<file path="src/sv/aikm_pkg.sv">
// Shared types and constants for the agent identity key matcher.
// Holds the parse phase enum, status codes and the result struct.
// No dependencies; imported by the parser and the top level.
package aikm_pkg;

   // Default of the accepted message size
   localparam int MAX_RESPONSE_BYTES_DEF = 65536;

   // Key register geometry
   localparam int KEY_REGS  = 4;
   localparam int KEY_REG_W = 64;
   localparam int KEY_BYTES = 32;
   localparam int KEY_W     = KEY_REGS * KEY_REG_W;

   // Configuration port
   localparam int CSR_ADDR_W = 8;

   // Message layout constants
   localparam logic [7:0]  ANSWER_TYPE   = 8'd12;
   localparam logic [31:0] KEY_LEN       = 32'd32;
   localparam int          MIN_MSG_BYTES = 9;
   localparam int          TYPE_POS      = 4;
   localparam int          COUNT_POS_LO  = 5;
   localparam int          COUNT_POS_HI  = 8;
   localparam logic [31:0] LEN_FIELD     = 32'd4;

   typedef enum logic [3:0] {
      PH_HEADER      = 4'd0,
      PH_BLOBLEN     = 4'd1,
      PH_TYPELEN     = 4'd2,
      PH_SKIPTYPE    = 4'd3,
      PH_KEYLEN      = 4'd4,
      PH_COMPARE     = 4'd5,
      PH_SKIPBLOB    = 4'd6,
      PH_COMMENTLEN  = 4'd7,
      PH_SKIPCOMMENT = 4'd8,
      PH_DONE        = 4'd9
   } phase_type;

   typedef enum logic [1:0] {
      STATUS_OK       = 2'd0,
      STATUS_SHORT    = 2'd1,
      STATUS_BAD_TYPE = 2'd2
   } status_type;

   typedef struct packed {
      logic       found;
      status_type status;
   } result_type;

endpackage

</file>
<file path="src/sv/aikm_parser.sv">
// Byte-serial parser for an identities-answer message.
// Walks header, key blobs and comments and compares the key string.
// Depends on aikm_pkg.
module aikm_parser #(
   parameter int MAX_RESPONSE_BYTES = aikm_pkg::MAX_RESPONSE_BYTES_DEF
) (
   input  logic                     clock,
   input  logic                     reset,
   input  logic                     take,
   input  logic [7:0]               data_byte,
   input  logic                     last,
   input  logic [aikm_pkg::KEY_W-1:0] key_vec,
   output aikm_pkg::result_type     result
);
   import aikm_pkg::*;

   localparam int POS_W = $clog2(MAX_RESPONSE_BYTES + 1);

   phase_type   phase_ff, phase_in;
   logic [POS_W-1:0] pos_ff, pos_in;
   logic [31:0] keys_ff, keys_in;
   logic [31:0] field_ff, field_in;
   logic [32:0] blob_ff, blob_in;
   logic [31:0] acc_ff, acc_in;
   logic [5:0]  ci_ff, ci_in;
   logic        cand_ff, cand_in;
   logic        found_ff, found_in;
   status_type  err_ff, err_in;

   logic [7:0]  key_byte;
   logic        in_range;

   // Select the key byte under comparison, byte 0 most significant
   assign key_byte = key_vec[(KEY_BYTES - 1 - int'(ci_ff[4:0])) * 8 +: 8];
   assign in_range = pos_ff < POS_W'(MAX_RESPONSE_BYTES);

   // Next-state logic for one byte
   always_comb begin
      phase_in = phase_ff;
      pos_in   = pos_ff;
      keys_in  = keys_ff;
      field_in = field_ff;
      blob_in  = blob_ff;
      acc_in   = acc_ff;
      ci_in    = ci_ff;
      cand_in  = cand_ff;
      found_in = found_ff;
      err_in   = err_ff;
      if (in_range) begin
         pos_in = pos_ff + POS_W'(1);
         unique case (phase_ff)
            PH_HEADER: begin
               if (pos_ff == POS_W'(TYPE_POS)) begin
                  if (data_byte != ANSWER_TYPE) begin
                     err_in   = STATUS_BAD_TYPE;
                     phase_in = PH_DONE;
                  end
               end else if (pos_ff >= POS_W'(COUNT_POS_LO)) begin
                  keys_in = {keys_ff[23:0], data_byte};
                  if (pos_ff == POS_W'(COUNT_POS_HI)) begin
                     if (keys_in == 32'd0) begin
                        phase_in = PH_DONE;
                     end else begin
                        keys_in  = keys_in - 32'd1;
                        phase_in = PH_BLOBLEN;
                        field_in = LEN_FIELD;
                        acc_in   = 32'd0;
                     end
                  end
               end
            end
            PH_BLOBLEN: begin
               acc_in   = {acc_ff[23:0], data_byte};
               field_in = field_ff - 32'd1;
               if (field_in == 32'd0) begin
                  blob_in = {1'b0, acc_in};
                  cand_in = 1'b0;
                  if (acc_in == 32'd0) begin
                     phase_in = PH_COMMENTLEN;
                     field_in = LEN_FIELD;
                     acc_in   = 32'd0;
                  end else if (acc_in < LEN_FIELD) begin
                     phase_in = PH_SKIPBLOB;
                  end else begin
                     phase_in = PH_TYPELEN;
                     field_in = LEN_FIELD;
                     acc_in   = 32'd0;
                  end
               end
            end
            PH_TYPELEN: begin
               blob_in  = blob_ff - 33'd1;
               acc_in   = {acc_ff[23:0], data_byte};
               field_in = field_ff - 32'd1;
               if (field_in == 32'd0) begin
                  if (({1'b0, acc_in} + 33'd4) > blob_in) begin
                     // type string overruns the blob: skip the rest
                     if (blob_in == 33'd0) begin
                        if (cand_in) found_in = 1'b1;
                        cand_in  = 1'b0;
                        phase_in = PH_COMMENTLEN;
                        field_in = LEN_FIELD;
                        acc_in   = 32'd0;
                     end else begin
                        phase_in = PH_SKIPBLOB;
                     end
                  end else if (acc_in == 32'd0) begin
                     phase_in = PH_KEYLEN;
                     field_in = LEN_FIELD;
                     acc_in   = 32'd0;
                  end else begin
                     field_in = acc_in;
                     phase_in = PH_SKIPTYPE;
                  end
               end
            end
            PH_SKIPTYPE: begin
               blob_in  = blob_ff - 33'd1;
               field_in = field_ff - 32'd1;
               if (field_in == 32'd0) begin
                  phase_in = PH_KEYLEN;
                  field_in = LEN_FIELD;
                  acc_in   = 32'd0;
               end
            end
            PH_KEYLEN: begin
               blob_in  = blob_ff - 33'd1;
               acc_in   = {acc_ff[23:0], data_byte};
               field_in = field_ff - 32'd1;
               if (field_in == 32'd0) begin
                  if (acc_in == KEY_LEN && blob_in >= {1'b0, KEY_LEN}) begin
                     phase_in = PH_COMPARE;
                     ci_in    = 6'd0;
                     cand_in  = 1'b1;
                  end else if (blob_in == 33'd0) begin
                     if (cand_in) found_in = 1'b1;
                     cand_in  = 1'b0;
                     phase_in = PH_COMMENTLEN;
                     field_in = LEN_FIELD;
                     acc_in   = 32'd0;
                  end else begin
                     phase_in = PH_SKIPBLOB;
                  end
               end
            end
            PH_COMPARE: begin
               blob_in = blob_ff - 33'd1;
               if (data_byte != key_byte) cand_in = 1'b0;
               ci_in = ci_ff + 6'd1;
               if (ci_in >= 6'(KEY_BYTES)) begin
                  if (blob_in == 33'd0) begin
                     if (cand_in) found_in = 1'b1;
                     cand_in  = 1'b0;
                     phase_in = PH_COMMENTLEN;
                     field_in = LEN_FIELD;
                     acc_in   = 32'd0;
                  end else begin
                     phase_in = PH_SKIPBLOB;
                  end
               end
            end
            PH_SKIPBLOB: begin
               blob_in = blob_ff - 33'd1;
               if (blob_in == 33'd0) begin
                  if (cand_in) found_in = 1'b1;
                  cand_in  = 1'b0;
                  phase_in = PH_COMMENTLEN;
                  field_in = LEN_FIELD;
                  acc_in   = 32'd0;
               end
            end
            PH_COMMENTLEN: begin
               acc_in   = {acc_ff[23:0], data_byte};
               field_in = field_ff - 32'd1;
               if (field_in == 32'd0) begin
                  if (acc_in == 32'd0) begin
                     // advance to the next key entry
                     if (keys_ff == 32'd0) begin
                        phase_in = PH_DONE;
                     end else begin
                        keys_in  = keys_ff - 32'd1;
                        phase_in = PH_BLOBLEN;
                        field_in = LEN_FIELD;
                        acc_in   = 32'd0;
                     end
                  end else begin
                     field_in = acc_in;
                     phase_in = PH_SKIPCOMMENT;
                  end
               end
            end
            PH_SKIPCOMMENT: begin
               field_in = field_ff - 32'd1;
               if (field_in == 32'd0) begin
                  if (keys_ff == 32'd0) begin
                     phase_in = PH_DONE;
                  end else begin
                     keys_in  = keys_ff - 32'd1;
                     phase_in = PH_BLOBLEN;
                     field_in = LEN_FIELD;
                     acc_in   = 32'd0;
                  end
               end
            end
            default: begin
               // key count exhausted or bad type: ignore the byte
            end
         endcase
      end
   end

   // Result for the final byte of a message
   always_comb begin
      if (pos_in < POS_W'(MIN_MSG_BYTES)) begin
         result.status = STATUS_SHORT;
      end else begin
         result.status = err_in;
      end
      result.found = (result.status == STATUS_OK) && found_in;
   end

   // Hold parse state; clear it after the final byte
   always_ff @(posedge clock) begin
      if (reset || (take && last)) begin
         phase_ff <= PH_HEADER;
         pos_ff   <= '0;
         keys_ff  <= '0;
         field_ff <= '0;
         blob_ff  <= '0;
         acc_ff   <= '0;
         ci_ff    <= '0;
         cand_ff  <= 1'b0;
         found_ff <= 1'b0;
         err_ff   <= STATUS_OK;
      end else if (take) begin
         phase_ff <= phase_in;
         pos_ff   <= pos_in;
         keys_ff  <= keys_in;
         field_ff <= field_in;
         blob_ff  <= blob_in;
         acc_ff   <= acc_in;
         ci_ff    <= ci_in;
         cand_ff  <= cand_in;
         found_ff <= found_in;
         err_ff   <= err_in;
      end
   end

endmodule

</file>
<file path="src/sv/agent_identity_key_matcher.sv">
// The result appears on rsp in the cycle after the final byte is transferred.
// Throughput: one byte per cycle while req_tready is high; the parser state updates in the cycle a byte arrives.
// req_tready drops only while a result sits in the output register untaken.
// Reset (synchronous, active high) clears the parser, the output valid flag
// and the four key registers.
module agent_identity_key_matcher #(
   parameter int MAX_RESPONSE_BYTES = aikm_pkg::MAX_RESPONSE_BYTES_DEF
) (
   input  logic                          clock,
   input  logic                          reset,
   // request stream
   input  logic                          req_tvalid,
   output logic                          req_tready,
   input  logic [7:0]                    req_tdata,  // [7:0] data_byte
   input  logic                          req_tlast,
   // result stream
   output logic                          rsp_tvalid,
   input  logic                          rsp_tready,
   output logic [7:0]                    rsp_tdata,  // [0] found, [2:1] status, [7:3] zero
   // key register writes
   input  logic                          csr_we,
   input  logic [aikm_pkg::CSR_ADDR_W-1:0] csr_addr,
   input  logic [aikm_pkg::KEY_REG_W-1:0]  csr_wdata
);
   import aikm_pkg::*;

   logic [KEY_REG_W-1:0] key_ff [KEY_REGS];
   logic [KEY_W-1:0]     key_vec;
   logic                 take;
   result_type           result;
   logic                 rsp_valid_ff;
   result_type           rsp_data_ff;

   assign req_tready = !rsp_valid_ff || rsp_tready;
   assign take       = req_tvalid && req_tready;
   assign key_vec    = {key_ff[0], key_ff[1], key_ff[2], key_ff[3]};

   // Write key registers; drop writes beyond the register list
   always_ff @(posedge clock) begin
      if (reset) begin
         for (int i = 0; i < KEY_REGS; i++) key_ff[i] <= '0;
      end else if (csr_we && (csr_addr < CSR_ADDR_W'(KEY_REGS))) begin
         key_ff[csr_addr[1:0]] <= csr_wdata;
      end
   end

   aikm_parser #(
      .MAX_RESPONSE_BYTES(MAX_RESPONSE_BYTES)
   ) u_parser (
      .clock     (clock),
      .reset     (reset),
      .take      (take),
      .data_byte (req_tdata),
      .last      (req_tlast),
      .key_vec   (key_vec),
      .result    (result)
   );

   // Hold the result until the downstream transfer completes
   always_ff @(posedge clock) begin
      if (reset) begin
         rsp_valid_ff <= 1'b0;
      end else if (take && req_tlast) begin
         rsp_valid_ff <= 1'b1;
      end else if (rsp_tready) begin
         rsp_valid_ff <= 1'b0;
      end
   end

   always_ff @(posedge clock) begin
      if (take && req_tlast) begin
         rsp_data_ff <= result;
      end
   end

   assign rsp_tvalid = rsp_valid_ff;
   assign rsp_tdata  = {5'd0, rsp_data_ff.status, rsp_data_ff.found};

endmodule

</file>
<file path="config.mk">
export PLATFORM = sky130hd
export DESIGN_NAME = agent_identity_key_matcher
export DESIGN_NICKNAME = d
export VERILOG_FILES = /design/src/sv/aikm_pkg.sv /design/src/sv/aikm_parser.sv /design/src/sv/agent_identity_key_matcher.sv
export SDC_FILE = /design/constraint.sdc
export NUM_CORES = 1
export LEC_CHECK = 0
export BUFFER_PORTS_ARGS = -buffer_cell sky130_fd_sc_hd__buf_2
export CAP_MARGIN = 20
export CORE_ASPECT_RATIO = 0.9
export CORE_UTILIZATION = 35
export DETAILED_ROUTE_END_ITERATION = 7
export GPL_ROUTABILITY_DRIVEN = 0
export PLACE_DENSITY_LB_ADDON = 0.25
export SYNTH_ARGS = -nofsm -noshare
export SYNTH_HDL_FRONTEND = slang
export SYNTH_HIERARCHICAL = 1
export SYNTH_SLANG_ARGS = --single-unit
</file>
<file path="constraint.sdc">
create_clock -name clock -period 8.3 [get_ports clock]
set_clock_uncertainty 0.15 [all_clocks]
set_input_delay 0.415 -clock clock [delete_from_list [all_inputs] [get_ports clock]]
set_output_delay 0.415 -clock clock [all_outputs]
set_load 0.005 [all_outputs]
</file>
==> run metrics <==
Static Leakage slightly above 9 nW; Core ar. 72000 um^2; Post-synth EDFFs about 260; hold_sp req_tdata[2]; Initial Util 35.6%; Final ANT Viol Nets 0; worst r2r src u_parser/blob_ff[17]; multi-input logic area 13500 um^2; Num CTS Buffers 49; CP Data Arrival Time 6.00 ns; vias in the first global route around 21000; Max Clock Freq between 0.15 and 0.2 GHz; Buffers on Ports 90; Hold Path Cell Cnt 3; grt ovf 0; initial antenna violation count 1; Worst Path Buf+Inv 0; share of layout cells above drive strength 1 about 15%; DR vias/cell 6.09; Switching Share 24.2%; # DRC 0; WL per Instance between 20 and 25 um; first-pass GRT wire length 122000 um; status finished, final reports clean; register area share after synthesis 42.3%; CTS H-Tree Depth 2; Comb pwr share 5.7%; Final Hold Fails 0; number of diodes 0; ys flop type edfxtp_1; Netlist Area Pre-Place 25600 um^2; Worst Reg-to-Reg Cells 15; Crit Path Max Fanout 23; WHS Endpoint u_parser/acc_ff[2]; RSZ-0062 raised after global routing false; Slew headroom 27.5%; first-pass iteration count of the detailed router 6; startpoint types flop; largest cells by area after synthesis edfxtp_1 30%, dfxtp_1 12%, nor4_2 5.2%, mux4_2 4.2%, nor4_1 3.6%; slowest cell delay on critical path just under 0.9 ns; most used cell, CP o21ai_0; clock power share 47.6%; IR drop worst, VDD around 150 uV; Required @ worst endpoint 8.71 ns; area leader, netlist edfxtp_1; Max-Cap Viols 0; Worst-Margin Slew 1.08 ns; final wirelength 77200 um; CTS tree done; Yosys top cell area share 30.4%; total die area 74300 um^2; fin crit share 67.4%; clock insertion delay at the later pin of the skew report 0.63 ns; Cell Chain, Critical Path or4_1, nor4_1, nand4b_1, xor2_1, ha_1, nand2_1, o21ai_0, a21o_1, a211oi_1, nor2_1, a311oi_1, o21ai_0, a21oi_2, nor3_1, o21ai_1; Root Driver clkbuf_16; filler instances 7050; Yosys reg bits just over 400; Tot GR Track Use 20.5%; clk sink count around 410; Hold WC Path Type primary input to flop; Nets 2736; Mean Syn Cell Area 9.51 um^2; Slowest cell on crit path a21oi_2; largest net degree at the start of global routing 97; Die Y 259 um; Setup TNS 0 ns; Synth Instances between 2000 and 3000; Top delay family on crit path compound AO/OA/AOI/OAI gates; Post-synth ARST share 0%; Net Switching 1.17 mW; synth warn 6; Die Wd 287 um; reg-to-reg setup timing slack 2.71 ns; Iteration-0 DRC Markers 2465; sequential share of power between 40% and 50%; clock tree buffer depth 3; power per cell area approximately 170 nW/um^2; PnR Total Power between 4 and 5 mW; via count 21870; DP HPWL 51000 um; final setup vio count 0; Ports 96; WS Path Type flop to flop; Clk pin slew, worst setup/hold paths 0.06 ns; Cell Int Power approximately 3.7 mW; Final Critical Period 5.59 ns; Row Count 93; Reg area 10800 um^2; Max Slew Vio Count 0; Layout area overhead 10.3%; post-synthesis cell type count 86; crit end category flop; Worst R2R End u_parser/acc_ff[6]
[worst max path at each step]
stage | startpoint | to | depth (start not counted)
final | u_parser/blob_ff[17] | u_parser/acc_ff[6] | 15
after global routing | u_parser/blob_ff[17] | u_parser/acc_ff[6] | 15
after CTS | u_parser/blob_ff[17] | u_parser/acc_ff[6] | 15
after detailed placement | req_tdata[6] | u_parser/acc_ff[6] | 20
after global placement | req_tdata[3] | u_parser/acc_ff[11] | 19
after floorplan | csr_addr[3] | key_ff[2][0] | 5
[cells in the mapped netlist, types with 23 or more instances]
| master | n |
|---|---|
| mux2i_1 | 34 |
| nor4_2 | 106 |
| a31oi_1 | 26 |
| ha_1 | 46 |
| nand2b_1 | 78 |
| xor2_1 | 45 |
| buf_1 | 34 |
| inv_1 | 30 |
| a21oi_1 | 165 |
| nor2_1 | 193 |
| o311ai_1 | 23 |
| edfxtp_1 | 259 |
| clkbuf_1 | 207 |
| nand2_1 | 238 |
| nor3_1 | 144 |
| o21ai_0 | 97 |
| dfxtp_1 | 153 |
| nand3_1 | 68 |
| nor4_1 | 148 |
| or3_1 | 26 |
| xnor2_1 | 76 |
| nand4_1 | 54 |
| a32oi_1 | 29 |
| mux4_2 | 48 |
| o22ai_1 | 31 |
[cell usage in the layout (no fill, tap or decap), types with 13 or more instances in the layout]
cell,count
edfxtp_1,259
nand2_1,238
nor2_1,193
a21oi_1,162
dfxtp_1,151
nor4_1,148
nor3_1,144
nor4_2,106
o21ai_0,97
buf_2,90
nand2b_1,76
xnor2_1,76
nand3_1,68
nand4_1,54
clkbuf_16,49
mux4_2,48
ha_1,46
xor2_1,45
buf_4,40
mux2i_1,34
o22ai_1,31
inv_1,30
a32oi_1,29
a31oi_1,26
or3_1,25
o311ai_1,23
o211ai_1,22
a211oi_1,19
and2_1,16
and4_1,13
or4_1,13
a22oi_1,13
o21ai_1,13
[through the flow]
stage	hold WS [ns]	util (%)	cell area, um^2	instances	worst slack (ns)
2_1_floorplan	0.271	-	25600	2698	1.42
3_3_place_gp	0.284	36.7	26400	3495	2.75
6_report	0.0365	39.2	28300	3590	2.71
5_1_grt	0.0482	39.2	28300	3590	2.23
3_5_place_dp	0.306	36.8	26500	3497	2.63
4_1_cts	0.00758	39.2	28200	3587	2.77
[logic make-up (layout without fill, tap and decap cells)]
group | Yosys count | in the layout | share of synthesized area (%)
simple gates | 1178 | 1178 | 26.8
mux | 84 | 84 | 5.64
compound gates | 537 | 537 | 13.4
other cells | 1 | 5 | 0.0146
buf+inv | 314 | 256 | 5.36
flops | 412 | 412 | 42.3
fa+ha+maj | 47 | 47 | 2.29
xor+xnor | 121 | 121 | 4.14
[worst min-delay path, stage by stage]
cell and delay (ns):
buf_2 0.19, o311ai_1 0.10, nand2_1 0.05
[layout make-up]
class / count / area share (%)
multi-input cells: 1972 / 47.9
flip-flops and latches: 412 / 38.4
clock buffers: 56 / 4.54
well taps: 950 / 4.21
repair buffers: 138 / 3.08
clock inverters: 31 / 1.48
inverters: 31 / 0.412
[sequential cells by signal, indices dropped and copies added (netlist names)]
signal / flops
key_ff: 256
u_parser/blob_ff: 33
u_parser/field_ff: 32
u_parser/keys_ff: 32
u_parser/acc_ff: 24
u_parser/pos_ff: 17
u_parser/ci_ff: 6
u_parser/phase_ff: 4
rsp_tdata: 3
u_parser/err_ff: 2
rsp_tvalid: 1
u_parser/cand_ff: 1
u_parser/found_ff: 1
[layer usage]
layer  vias to the layer above  track usage, %  part of all wire (%)
met5                         -               0                 0.016
met4                         2            5.51                   2.1
met3                       110            3.16                   7.4
met2                       870            31.9                    46
met1                     10804            29.3                    45
li1                      10084               -                     -
[power groups by stage]
stage          logic [mW]  clock network (mW)  registers, mW
2_1_floorplan       0.176                   0           2.30
3_3_place_gp        0.266                   0           2.30
3_5_place_dp        0.271                   0           2.30
4_1_cts             0.273                2.34           2.26
5_1_grt             0.293                2.43           2.26
6_report            0.273                2.30           2.26
[what timing repair did]
action / 4_1_cts / 5_1_grt
hold endpoints to repair: 1 / 0
endpoints found under the setup margin: 0 / 0
resized for setup: 0 / 0
hold buffers: 3 / 0
setup buffers: 0 / 0
Power figures use the tool's default switching activity.
